==> src/rtl/priority_ready_queue_macros.svh <==
// Assertion macros used by the priority ready queue datapath.
`ifndef PRIORITY_READY_QUEUE_MACROS_SVH
`define PRIORITY_READY_QUEUE_MACROS_SVH
`ifndef SYNTHESIS
`define PRQ_ASSERT(label, clk, rst, cond) \
  label: assert property (@(posedge clk) disable iff (rst) (cond)) \
    else $error("priority_ready_queue: invariant violated");
`define PRQ_ASSERT_IMP(label, clk, rst, ante, cons) \
  label: assert property (@(posedge clk) disable iff (rst) (ante) |-> (cons)) \
    else $error("priority_ready_queue: implication violated");
`define PRQ_ASSERT_NEXT(label, clk, rst, ante, cons) \
  label: assert property (@(posedge clk) disable iff (rst) (ante) |=> (cons)) \
    else $error("priority_ready_queue: next-cycle check violated");
`else
`define PRQ_ASSERT(label, clk, rst, cond)
`define PRQ_ASSERT_IMP(label, clk, rst, ante, cons)
`define PRQ_ASSERT_NEXT(label, clk, rst, ante, cons)
`endif
`endif

==> src/rtl/prq_pkg.sv <==
// Shared types and codes of the priority ready queue.
`default_nettype none
package prq_pkg;

  localparam logic CMD_INSERT = 1'b0;
  localparam logic CMD_REMOVE = 1'b1;

  typedef logic [1:0] prq_status_t;

  localparam prq_status_t ST_OK        = 2'd0;
  localparam prq_status_t ST_EMPTY     = 2'd1;
  localparam prq_status_t ST_MISSING   = 2'd2;
  localparam prq_status_t ST_DUPLICATE = 2'd3;

  typedef struct packed {
    logic       cmd;
    logic [3:0] proc_id;
    logic [7:0] priority_req;
  } prq_req_t;

  typedef struct packed {
    logic        [3:0] head_id;
    logic              queue_empty;
    prq_status_t       status;
  } prq_rsp_t;

  typedef enum logic [2:0] {
    S_IDLE,
    S_CHECK,
    S_INS_RD,
    S_WR_NEW,
    S_WR_PREV,
    S_REM_RD,
    S_DONE
  } prq_state_t;

  // Commands from the controller to the datapath.
  typedef struct packed {
    logic        load_req;
    logic        start;
    logic        advance;
    logic        rd_link;
    logic        set_status;
    prq_status_t status_code;
    logic        wr_new;
    logic        wr_prev;
    logic        unlink;
    logic        load_res;
  } prq_dp_cmd_t;

  // Status from the datapath to the controller.
  typedef struct packed {
    logic is_insert;
    logic id_valid;
    logic id_queued;
    logic head_valid;
    logic rd_prio_lower;
    logic rd_is_id;
    logic rd_link_valid;
    logic at_head;
    logic res_busy;
  } prq_dp_stat_t;

endpackage
`default_nettype wire

==> src/rtl/prq_stream_if.sv <==
// Valid/ready stream interface carrying one payload struct.
`default_nettype none
interface prq_stream_if #(
  parameter type payload_t = logic
);
  logic     valid;
  logic     ready;
  payload_t data;

  modport source (output valid, output data, input ready);
  modport sink (input valid, input data, output ready);
endinterface
`default_nettype wire

==> src/rtl/prq_ram.sv <==
// Generic single-write, single-read RAM with registered read data.
`default_nettype none
module prq_ram #(
  parameter int WIDTH = 8,
  parameter int DEPTH = 16
) (
  input  logic                     clk,
  input  logic                     we,
  input  logic [$clog2(DEPTH)-1:0] waddr,
  input  logic [WIDTH-1:0]         wdata,
  input  logic [$clog2(DEPTH)-1:0] raddr,
  output logic [WIDTH-1:0]         rdata
);
  logic [WIDTH-1:0] mem [DEPTH];

  always_ff @(posedge clk) begin
    if (we) begin
      mem[waddr] <= wdata;
    end
    rdata <= mem[raddr];
  end
endmodule
`default_nettype wire

==> src/rtl/prq_ctrl.sv <==
// Controller state machine that sequences checks, list walks and link updates.
`default_nettype none
module prq_ctrl (
  input  logic                  clk,
  input  logic                  rst,
  input  logic                  req_valid,
  output logic                  req_ready,
  input  prq_pkg::prq_dp_stat_t stat,
  output prq_pkg::prq_dp_cmd_t  cmd
);
  import prq_pkg::*;

  prq_state_t state, state_next;

  always_ff @(posedge clk) begin
    if (rst) begin
      state <= S_IDLE;
    end else begin
      state <= state_next;
    end
  end

  always_comb begin
    state_next = state;
    unique case (state)
      S_IDLE: begin
        if (req_valid) state_next = S_CHECK;
      end
      S_CHECK: begin
        if (stat.is_insert) begin
          if (!stat.id_valid || stat.id_queued) state_next = S_DONE;
          else if (stat.head_valid) state_next = S_INS_RD;
          else state_next = S_WR_NEW;
        end else begin
          if (!stat.head_valid || !stat.id_valid || !stat.id_queued) state_next = S_DONE;
          else state_next = S_REM_RD;
        end
      end
      S_INS_RD: begin
        if (stat.rd_prio_lower || !stat.rd_link_valid) state_next = S_WR_NEW;
      end
      S_WR_NEW: begin
        state_next = stat.at_head ? S_DONE : S_WR_PREV;
      end
      S_WR_PREV: state_next = S_DONE;
      S_REM_RD: begin
        if (stat.rd_is_id || !stat.rd_link_valid) state_next = S_DONE;
      end
      S_DONE: begin
        if (!stat.res_busy) state_next = S_IDLE;
      end
      default: state_next = S_IDLE;
    endcase
  end

  always_comb begin
    cmd         = '0;
    cmd.status_code = ST_OK;
    req_ready   = 1'b0;
    unique case (state)
      S_IDLE: begin
        req_ready    = 1'b1;
        cmd.load_req = req_valid;
      end
      S_CHECK: begin
        cmd.set_status = 1'b1;
        cmd.start      = 1'b1;
        if (stat.is_insert) begin
          if (!stat.id_valid) cmd.status_code = ST_MISSING;
          else if (stat.id_queued) cmd.status_code = ST_DUPLICATE;
        end else begin
          if (!stat.head_valid) cmd.status_code = ST_EMPTY;
          else if (!stat.id_valid || !stat.id_queued) cmd.status_code = ST_MISSING;
        end
      end
      S_INS_RD: begin
        if (!stat.rd_prio_lower) begin
          cmd.advance = 1'b1;
          cmd.rd_link = 1'b1;
        end
      end
      S_WR_NEW:  cmd.wr_new = 1'b1;
      S_WR_PREV: cmd.wr_prev = 1'b1;
      S_REM_RD: begin
        if (stat.rd_is_id) begin
          cmd.unlink = 1'b1;
        end else begin
          cmd.advance = 1'b1;
          cmd.rd_link = 1'b1;
          if (!stat.rd_link_valid) begin
            cmd.set_status  = 1'b1;
            cmd.status_code = ST_MISSING;
          end
        end
      end
      S_DONE: cmd.load_res = !stat.res_busy;
      default: cmd = '0;
    endcase
  end
endmodule
`default_nettype wire

==> src/rtl/prq_dpath.sv <==
// Datapath: link/priority RAM, queued flags, walk registers and result register.
`default_nettype none
`include "priority_ready_queue_macros.svh"
module prq_dpath #(
  parameter int MAX_PROCS = 16,
  parameter int PRIO_BITS = 8
) (
  input  logic                  clk,
  input  logic                  rst,
  input  prq_pkg::prq_dp_cmd_t  cmd,
  output prq_pkg::prq_dp_stat_t stat,
  input  prq_pkg::prq_req_t     req_data,
  input  logic                  rsp_ready,
  output logic                  rsp_valid,
  output prq_pkg::prq_rsp_t     rsp_data
);
  import prq_pkg::*;

  localparam int IDX_W = $clog2(MAX_PROCS);
  localparam int LW    = 1 + IDX_W + PRIO_BITS;

  logic                 cmd_r;
  logic [3:0]           id_r;
  logic [PRIO_BITS-1:0] prio_r;
  prq_status_t          status_r;

  logic [IDX_W-1:0]     head;
  logic                 head_valid;
  logic [IDX_W-1:0]     cur;
  logic [PRIO_BITS-1:0] cur_prio;
  logic [IDX_W-1:0]     nx;
  logic                 nx_valid;
  logic                 at_head;
  logic [MAX_PROCS-1:0] qmark;

  logic [IDX_W-1:0]     id_idx;
  logic                 id_valid;

  logic                 ram_we;
  logic [IDX_W-1:0]     ram_waddr;
  logic [LW-1:0]        ram_wdata;
  logic [IDX_W-1:0]     ram_raddr;
  logic [LW-1:0]        ram_rdata;

  logic                 r_link_valid;
  logic [IDX_W-1:0]     r_link;
  logic [PRIO_BITS-1:0] r_prio;

  assign id_idx   = IDX_W'(id_r);
  assign id_valid = 32'(id_r) < MAX_PROCS;

  // Each RAM word holds an entry's successor link and its priority.
  assign r_link_valid = ram_rdata[LW-1];
  assign r_link       = ram_rdata[LW-2 -: IDX_W];
  assign r_prio       = ram_rdata[PRIO_BITS-1:0];

  // The walk reads the head first, then follows the link just read.
  assign ram_raddr = cmd.rd_link ? r_link : head;

  always_comb begin
    ram_we    = 1'b0;
    ram_waddr = cur;
    ram_wdata = {1'b1, id_idx, cur_prio};
    if (cmd.wr_new) begin
      ram_we    = 1'b1;
      ram_waddr = id_idx;
      ram_wdata = {nx_valid, nx, prio_r};
    end else if (cmd.wr_prev) begin
      ram_we = 1'b1;
    end else if (cmd.unlink && !at_head) begin
      ram_we    = 1'b1;
      ram_wdata = {r_link_valid, r_link, cur_prio};
    end
  end

  prq_ram #(
    .WIDTH(LW),
    .DEPTH(MAX_PROCS)
  ) u_ram (
    .clk  (clk),
    .we   (ram_we),
    .waddr(ram_waddr),
    .wdata(ram_wdata),
    .raddr(ram_raddr),
    .rdata(ram_rdata)
  );

  always_ff @(posedge clk) begin
    if (cmd.load_req) begin
      cmd_r  <= req_data.cmd;
      id_r   <= req_data.proc_id;
      prio_r <= PRIO_BITS'(req_data.priority_req);
    end
    if (cmd.set_status) begin
      status_r <= cmd.status_code;
    end
    if (cmd.start) begin
      nx       <= head;
      nx_valid <= head_valid;
    end else if (cmd.advance) begin
      cur      <= nx;
      cur_prio <= r_prio;
      nx       <= r_link;
      nx_valid <= r_link_valid;
    end
    if (cmd.load_res) begin
      rsp_data.head_id     <= head_valid ? 4'(head) : 4'd0;
      rsp_data.queue_empty <= !head_valid;
      rsp_data.status      <= status_r;
    end
  end

  always_ff @(posedge clk) begin
    if (rst) begin
      head_valid <= 1'b0;
      head       <= '0;
      at_head    <= 1'b0;
      qmark      <= '0;
      rsp_valid  <= 1'b0;
    end else begin
      if (cmd.start) begin
        at_head <= 1'b1;
      end else if (cmd.advance) begin
        at_head <= 1'b0;
      end
      if (cmd.wr_new) begin
        qmark[id_idx] <= 1'b1;
        if (at_head) begin
          head       <= id_idx;
          head_valid <= 1'b1;
        end
      end
      if (cmd.unlink) begin
        qmark[id_idx] <= 1'b0;
        if (at_head) begin
          head       <= r_link;
          head_valid <= r_link_valid;
        end
      end
      if (cmd.load_res) begin
        rsp_valid <= 1'b1;
      end else if (rsp_ready) begin
        rsp_valid <= 1'b0;
      end
    end
  end

  assign stat.is_insert     = (cmd_r == CMD_INSERT);
  assign stat.id_valid      = id_valid;
  assign stat.id_queued     = id_valid && qmark[id_idx];
  assign stat.head_valid    = head_valid;
  assign stat.rd_prio_lower = r_prio < prio_r;
  assign stat.rd_is_id      = (nx == id_idx);
  assign stat.rd_link_valid = r_link_valid;
  assign stat.at_head       = at_head;
  assign stat.res_busy      = rsp_valid && !rsp_ready;

  // The queue is empty exactly when no id carries a queued flag.
  `PRQ_ASSERT(a_empty_matches_flags, clk, rst, head_valid == (|qmark))
  `PRQ_ASSERT_IMP(a_head_is_queued, clk, rst, head_valid, qmark[head])
  `PRQ_ASSERT_IMP(a_insert_ok_marks, clk, rst, cmd.load_res && status_r == ST_OK && cmd_r == CMD_INSERT, qmark[id_idx])
  `PRQ_ASSERT_NEXT(a_result_presented, clk, rst, cmd.load_res, rsp_valid)
endmodule
`default_nettype wire

==> src/rtl/priority_ready_queue.sv <==
// Top level of the priority ready queue: controller, datapath and stream ports.
//
//   Port  Dir  Transaction carries
//   req   in   cmd, proc_id, priority_req
//   rsp   out  head_id, queue_empty, status
//
// A rejected transaction goes straight to the result. A walk reads one RAM
// entry per cycle: a remove walks to the id, an insert to the first entry
// of lower priority, then writes the new entry and any predecessor's link.
// Reset clears the queued flags and the head at once, with no clearing pass.
// A finished result waits in the output register while the next request is
// accepted; that request completes once the register has been taken.
`default_nettype none
module priority_ready_queue #(
  parameter int MAX_PROCS = 16,
  parameter int PRIO_BITS = 8
) (
  input  logic         clk,
  input  logic         rst,
  prq_stream_if.sink   req,
  prq_stream_if.source rsp
);
  import prq_pkg::*;

  prq_dp_cmd_t  dp_cmd;
  prq_dp_stat_t dp_stat;

  prq_ctrl u_ctrl (
    .clk      (clk),
    .rst      (rst),
    .req_valid(req.valid),
    .req_ready(req.ready),
    .stat     (dp_stat),
    .cmd      (dp_cmd)
  );

  prq_dpath #(
    .MAX_PROCS(MAX_PROCS),
    .PRIO_BITS(PRIO_BITS)
  ) u_dpath (
    .clk      (clk),
    .rst      (rst),
    .cmd      (dp_cmd),
    .stat     (dp_stat),
    .req_data (req.data),
    .rsp_ready(rsp.ready),
    .rsp_valid(rsp.valid),
    .rsp_data (rsp.data)
  );
endmodule
`default_nettype wire
==> src/flat_wrapper.sv <==
// flat-port wrapper written by rule: the top's interface ports become plain ports
module priority_ready_queue_flat import prq_pkg::*;
#(
  parameter int MAX_PROCS = 16,
  parameter int PRIO_BITS = 8
)
  (clk, rst, req_valid, req_data, req_ready, rsp_valid, rsp_data, rsp_ready);
  prq_stream_if req_i ();
  prq_stream_if rsp_i ();
  input  logic clk;
  input  logic rst;
  input wire logic [$bits(req_i.valid)-1:0] req_valid;
  input wire logic [$bits(req_i.data)-1:0] req_data;
  output wire logic [$bits(req_i.ready)-1:0] req_ready;
  output wire logic [$bits(rsp_i.valid)-1:0] rsp_valid;
  output wire logic [$bits(rsp_i.data)-1:0] rsp_data;
  input wire logic [$bits(rsp_i.ready)-1:0] rsp_ready;
  assign req_i.valid = req_valid;
  assign req_i.data = req_data;
  assign req_ready = req_i.ready;
  assign rsp_valid = rsp_i.valid;
  assign rsp_data = rsp_i.data;
  assign rsp_i.ready = rsp_ready;
  priority_ready_queue #(.MAX_PROCS(MAX_PROCS), .PRIO_BITS(PRIO_BITS)) u_core (.clk(clk), .rst(rst), .req(req_i), .rsp(rsp_i));
endmodule
==> config.mk <==
export PLATFORM = sky130hd
export DESIGN_NAME = priority_ready_queue_flat
export DESIGN_NICKNAME = d
export VERILOG_FILES = /design/src/rtl/prq_pkg.sv /design/src/rtl/prq_stream_if.sv /design/src/rtl/prq_ram.sv /design/src/rtl/prq_ctrl.sv /design/src/rtl/prq_dpath.sv /design/src/rtl/priority_ready_queue.sv /design/src/flat_wrapper.sv
export VERILOG_INCLUDE_DIRS = /design/src /design/src/rtl
export SDC_FILE = /design/constraint.sdc
export NUM_CORES = 1
export LEC_CHECK = 0
export BUFFER_PORTS_ARGS = -buffer_cell sky130_fd_sc_hd__buf_2
export CAP_MARGIN = 20
export CORE_UTILIZATION = 45
export DETAILED_ROUTE_END_ITERATION = 6
export SLEW_MARGIN = 20
export SYNTH_ARGS = -nofsm -noshare
export SYNTH_HDL_FRONTEND = slang
export SYNTH_HIERARCHICAL = 1
export SYNTH_SLANG_ARGS = --single-unit
==> constraint.sdc <==
create_clock -name clk -period 3.5 [get_ports clk]
set_clock_uncertainty 0.1 [all_clocks]
set_input_delay 0.175 -clock clk [delete_from_list [all_inputs] [get_ports clk]]
set_output_delay 0.175 -clock clk [all_outputs]
set_load 0.02 [all_outputs]
======== Word-level counts from Yosys, hierarchy flattened ========
Memory sizes are Yosys's and may differ from the RTL's. A register that Yosys moved wholly into a read port is not among the register bits.
Cells that the tools add are included.
W data, S select, Z words.
word-level totals
  register bits ........................... 46
  latch bits .............................. 0
  bits in writable memories ............... 208
  memory bits (read-only) ................. 0
  bits of input ports ..................... 5
  output and inout bits ................... 3
  logic and storage cells ................. 93
  memories ................................ 1
memory list
  memory                    words  bits a word  rd ports  clocked after memory_dff  write ports  RTL line       source
  u_core.u_dpath.u_ram.mem  16     13           1         1                         1            prq_ram.sv:14  logic [WIDTH-1:0] mem [DEPTH];
operators by class
  $add $sub $neg .......................... 0
  $mul .................................... 0
  divide/modulo/power cells ............... 0
  $lt $le $gt $ge ......................... 1
  eq/ne operators ......................... 10
  shift-type cells ........................ 0
  mux-type cells .......................... 51
  bitwise logic cells ..................... 1
  reductions and logical operators ........ 15
operators with widths
  kind                  number
  $mux W13              3
  $mux W4               8
  $mux W1               26
  $pmux W3 S7           1
  $mux W3               6
  $mux W16              1
  $eq A3 B3 Y1 const B  3
  $lt A8 B1 Y1          1
  $ne A2 B2 Y1 const B  4
  $eq A3 B2 Y1 const B  2
  $mux W2               3
  $pmux W3 S2           1
  $mux W5               1
  $logic_not A1 Y1      4
  $logic_not A4 Y1      1
  $pmux W2 S2           1
  $reduce_and A4 Y1     1
  $reduce_bool A2 Y1    2
  $eq A3 B1 Y1 const B  1
  $logic_not A3 Y1      1
  $reduce_bool A3 Y1    1
  $logic_and A1 B1 Y1   2
  $logic_or A1 B1 Y1    2
  $reduce_and A2 Y1     1
  $not A1 Y1            1

======== Longest topological paths before layout ========
  word-level depth ........................ 9
  depth in mapped cells ................... 13

======== Hierarchy ========
Netlist, hierarchy kept.
by module, submodules not included
  module                instances  cells an instance  area an instance (µm²)  sequential area each (µm²)
  prq_ram               1          355                8242.9                  6506.2
  prq_dpath             1          239                2880.3                  1631.6
  prq_ctrl              1          54                 400.4                   60.1
  priority_ready_queue  1          1                  3.8                     0.0

======== Least setup slack after synthesis ========
OpenSTA, ideal clock, no wires.
  path type ............................... register to register
  from .................................... register u_core/u_dpath/id_idx[0] (netlist name)
  to ...................................... memory u_core/u_dpath/u_ram/mem[0][0] (netlist bit), enable pin
  library setup time ...................... 400 ps
  data arrival time ....................... 3310 ps
  required time ........................... 3000 ps
  slack ................................... -310 ps
  stages on the path, launching flop included .. 9
  path buffers ............................ 1
  period minus slack after synthesis ...... 3810 ps
  path through ............................ edfxtp_1 > buf_6 > xor2_1 > nor4_1 > and3_1 > clkinv_1 > o21ai_0 > or3b_2 > nor3_1
RTL lines
  element    RTL line
  to (decl)  prq_ram.sv:14

==> flow_summary.toml <==
[outcome]
run_status = "complete, no violations"

[global_route]
grt_remaining_overflow = 0
grt_antenna_before_repair = 0
global_route.usage.met2_pct = 29.4
pin_count_of_the_biggest_net_entering_global_routing = 29
grt_most_used_layer = "met2"
first_global_vias = 6038
grt.total_usage_pct = 18.1
grt_first_pass_wirelength_mm = 35.3
grt.met3_usage_pct = 2.81
gr_layer_usage_met1_pct = 25.6

[min_path]
timing.hold.worst.start = "req_data"
hold-path-cell-count = 2
worstHoldEndpoint = "u_core/u_dpath/prio_r[0]"
hp-class = "in -> reg"

[timing]
final_setup_violation_count = 0
unrepaired_setup_endpoints_after_global_routing = "false"
timing.hold.ws_ps = 254
final.period_utilization_pct = 97.9
finalHoldViolations = 0
min_period_ps = 3430
final-max-slew-violation-count = 0
timing_worst_slew_pin_value_ps = 721
timing.max_slew.rel_slack_pct = 51.9
clock.fmax_mhz = 292
timing.final.ws_setup_ps = 74.3

[yosys]
yosysWarnings = 6
syn-instance-count = 634
synthesis.area_um2 = 11300
synthesis.area_per_instance_um2 = 17.8

[floorplanning]
floorplan.initialDensity_pct = 46.1
die_height_um = 160
floorplan.core_area_um2 = 24500
die_area_um2 = 25700
design.portCount = 8
rows = 57
die-width_um = 160

[cells_and_area]
finish.cell_count_without_fillers = 1051
syn2layout_area_growth_pct = 17.5
drive_above_1_share_pct = 26.3
nets = 716
final_cell_area_um2 = 13200
most_frequent_cells_in_the_layout = "sky130_fd_sc_hd__edfxtp_1, sky130_fd_sc_hd__buf_4, sky130_fd_sc_hd__dfxtp_1"
layout_commonest_cell = "sky130_fd_sc_hd__edfxtp_1"
antenna-diode-count = 0
layout.core_utilization_pct = 54.1

[place]
io_buffers = 7
place.detailed.instances = 983
post_dp_cell_area_um2 = 12000
hpwlAfterDp_mm = 14.3
preCtsSetupSlack_ps = -161
place_congestion = 0.793

[critical_path]
worst-setup-path-type = "reg -> reg"
critical_path.startpoint_type = "flop"
ff2ff_path_depth = 13
crit_chain = "inv_2, ha_4, a211oi_2, o21ai_1, a221oi_2, nor4b_4, or2_4, mux2_4, buf_12, buf_16, mux4_2, a22oi_2, nand2_1"
reg2reg_to = "u_core/u_dpath/u_ram/rdata[0]"
worstPathRequired_ps = 3830
worst_setup_path_end_kind = "flop"
max_stage_delay_ps = 460
worst_r2r_startpoint = "u_core/u_dpath/prio_r[3]"
timing.critical_path.fanout_max = 8
timing.critical_path.slowest_stage_cell = "sky130_fd_sc_hd__mux4_2"
r2r_slack_ps = 70
cp.arrival_ps = 3760

[clocking]
cts.htree.levels = 1
clock_insertion_delay_worst_skew_ps = 550
clock_sinks = 279
tritoncts.num_buffers = 30
clockBufferDepth = 3
tritoncts = "built"
clkTransAtPathRegs_ps = 60
ctsRootBufferMaster = "sky130_fd_sc_hd__clkbuf_16"

[drt]
final_antenna_net_count = 0
remaining_drc_errors = 0
wl_per_cell_um = 21.6
drt_first_pass_iters = 5
drt_wl_total_mm = 22.7
detailedRoute.firstIterationViolations = 491
via_per_inst = 5.62
via_count = 5902

[power]
irDropWorstVdd_mv = 0.383
leakagePower_nw = 4.36
power.density_nw_per_um2 = 724

[flow_run]
max_cap_violations = 0
==> area by class of cell <==
class | count | area, µm²
fill | 1884 | 11200
clock inverter | 22 | 248
tap | 324 | 405
inverter | 16 | 60.1
timing repair buffer | 64 | 643
multi-input combinational | 313 | 3130
sequential | 279 | 7990
clock buffer | 33 | 762
==> state kept, by name (all words and copies together), names as in the netlist <==
name	cells
u_core/u_ctrl/state	3
u_core/u_dpath/at_head	1
u_core/u_dpath/cmd_r	1
u_core/u_dpath/cur	4
u_core/u_dpath/cur_prio	8
u_core/u_dpath/head	4
u_core/u_dpath/head_valid	1
u_core/u_dpath/id_idx	4
u_core/u_dpath/nx	4
u_core/u_dpath/nx_valid	1
u_core/u_dpath/prio_r	8
u_core/u_dpath/qmark	16
u_core/u_dpath/rsp_data	1
u_core/u_dpath/rsp_valid	1
u_core/u_dpath/status_r	1
u_core/u_dpath/u_ram/mem	208
u_core/u_dpath/u_ram/rdata	13
==> worst max-delay path by stage <==
stage	slack (ps)	endpoint	from	depth (start not counted)
after floorplan	10	u_core/u_dpath/u_ram/mem[4][0]	u_core/u_dpath/id_idx[0]	8
after global placement	-160	u_core/u_dpath/u_ram/rdata[10]	u_core/u_dpath/prio_r[3]	12
after detailed placement	-160	u_core/u_dpath/u_ram/rdata[9]	u_core/u_dpath/prio_r[3]	12
after CTS	30	u_core/u_dpath/u_ram/rdata[0]	u_core/u_dpath/prio_r[3]	12
after global routing	3	u_core/u_dpath/u_ram/rdata[2]	u_core/u_dpath/prio_r[3]	13
final	70	u_core/u_dpath/u_ram/rdata[0]	u_core/u_dpath/prio_r[3]	13
==> routing by layer <==
layer / part of all wire [%] / vias to the layer above
met5: 0 / -
met4: 2.0 / 0
met3: 4.0 / 37
met2: 48 / 119
met1: 46 / 3069
li1: - / 2677
==> stage by stage <==
| stage | total power [W] | TNS, ps |
|---|---|---|
| floorplan | 0.00562 | 0 |
| global placement | 0.00621 | -1230 |
| detailed placement | 0.00627 | -1470 |
| CTS | 0.00960 | 0 |
| global route | 0.00997 | 0 |
| finish | 0.00959 | 0 |
==> where the power goes <==
part           total [W]  switching (W)  internal (W)  leakage, nW
Sequential       0.00437       0.000212       0.00416         2.48
Clock            0.00321        0.00127       0.00193        0.490
Combinational    0.00201        0.00114      0.000877         1.39
Total            0.00959        0.00262       0.00697         4.36
==> worst max-delay path: cells and delay by family (launching register included) <==
| family | cells | cell delay [ps] |
|---|---|---|
| AOI/OAI and AO/OA | 4 | 900 |
| and+or+nand+nor | 3 | 470 |
| muxes | 2 | 850 |
| DFF | 1 | 400 |
| buffers and inverters | 3 | 390 |
| adders and majority gates | 1 | 200 |
==> what timing repair did <==
item / in CTS / in global routing
cloned: 1 / 0
pin swaps: 1 / 6
hold buffers: 4 / 0
setup buffers: 6 / 3
endpoints found under the hold margin: 6 / 0
resized for setup: 13 / 8
endpoints found under the setup margin: 13 / 11
(Power assumes the default switching activity.)
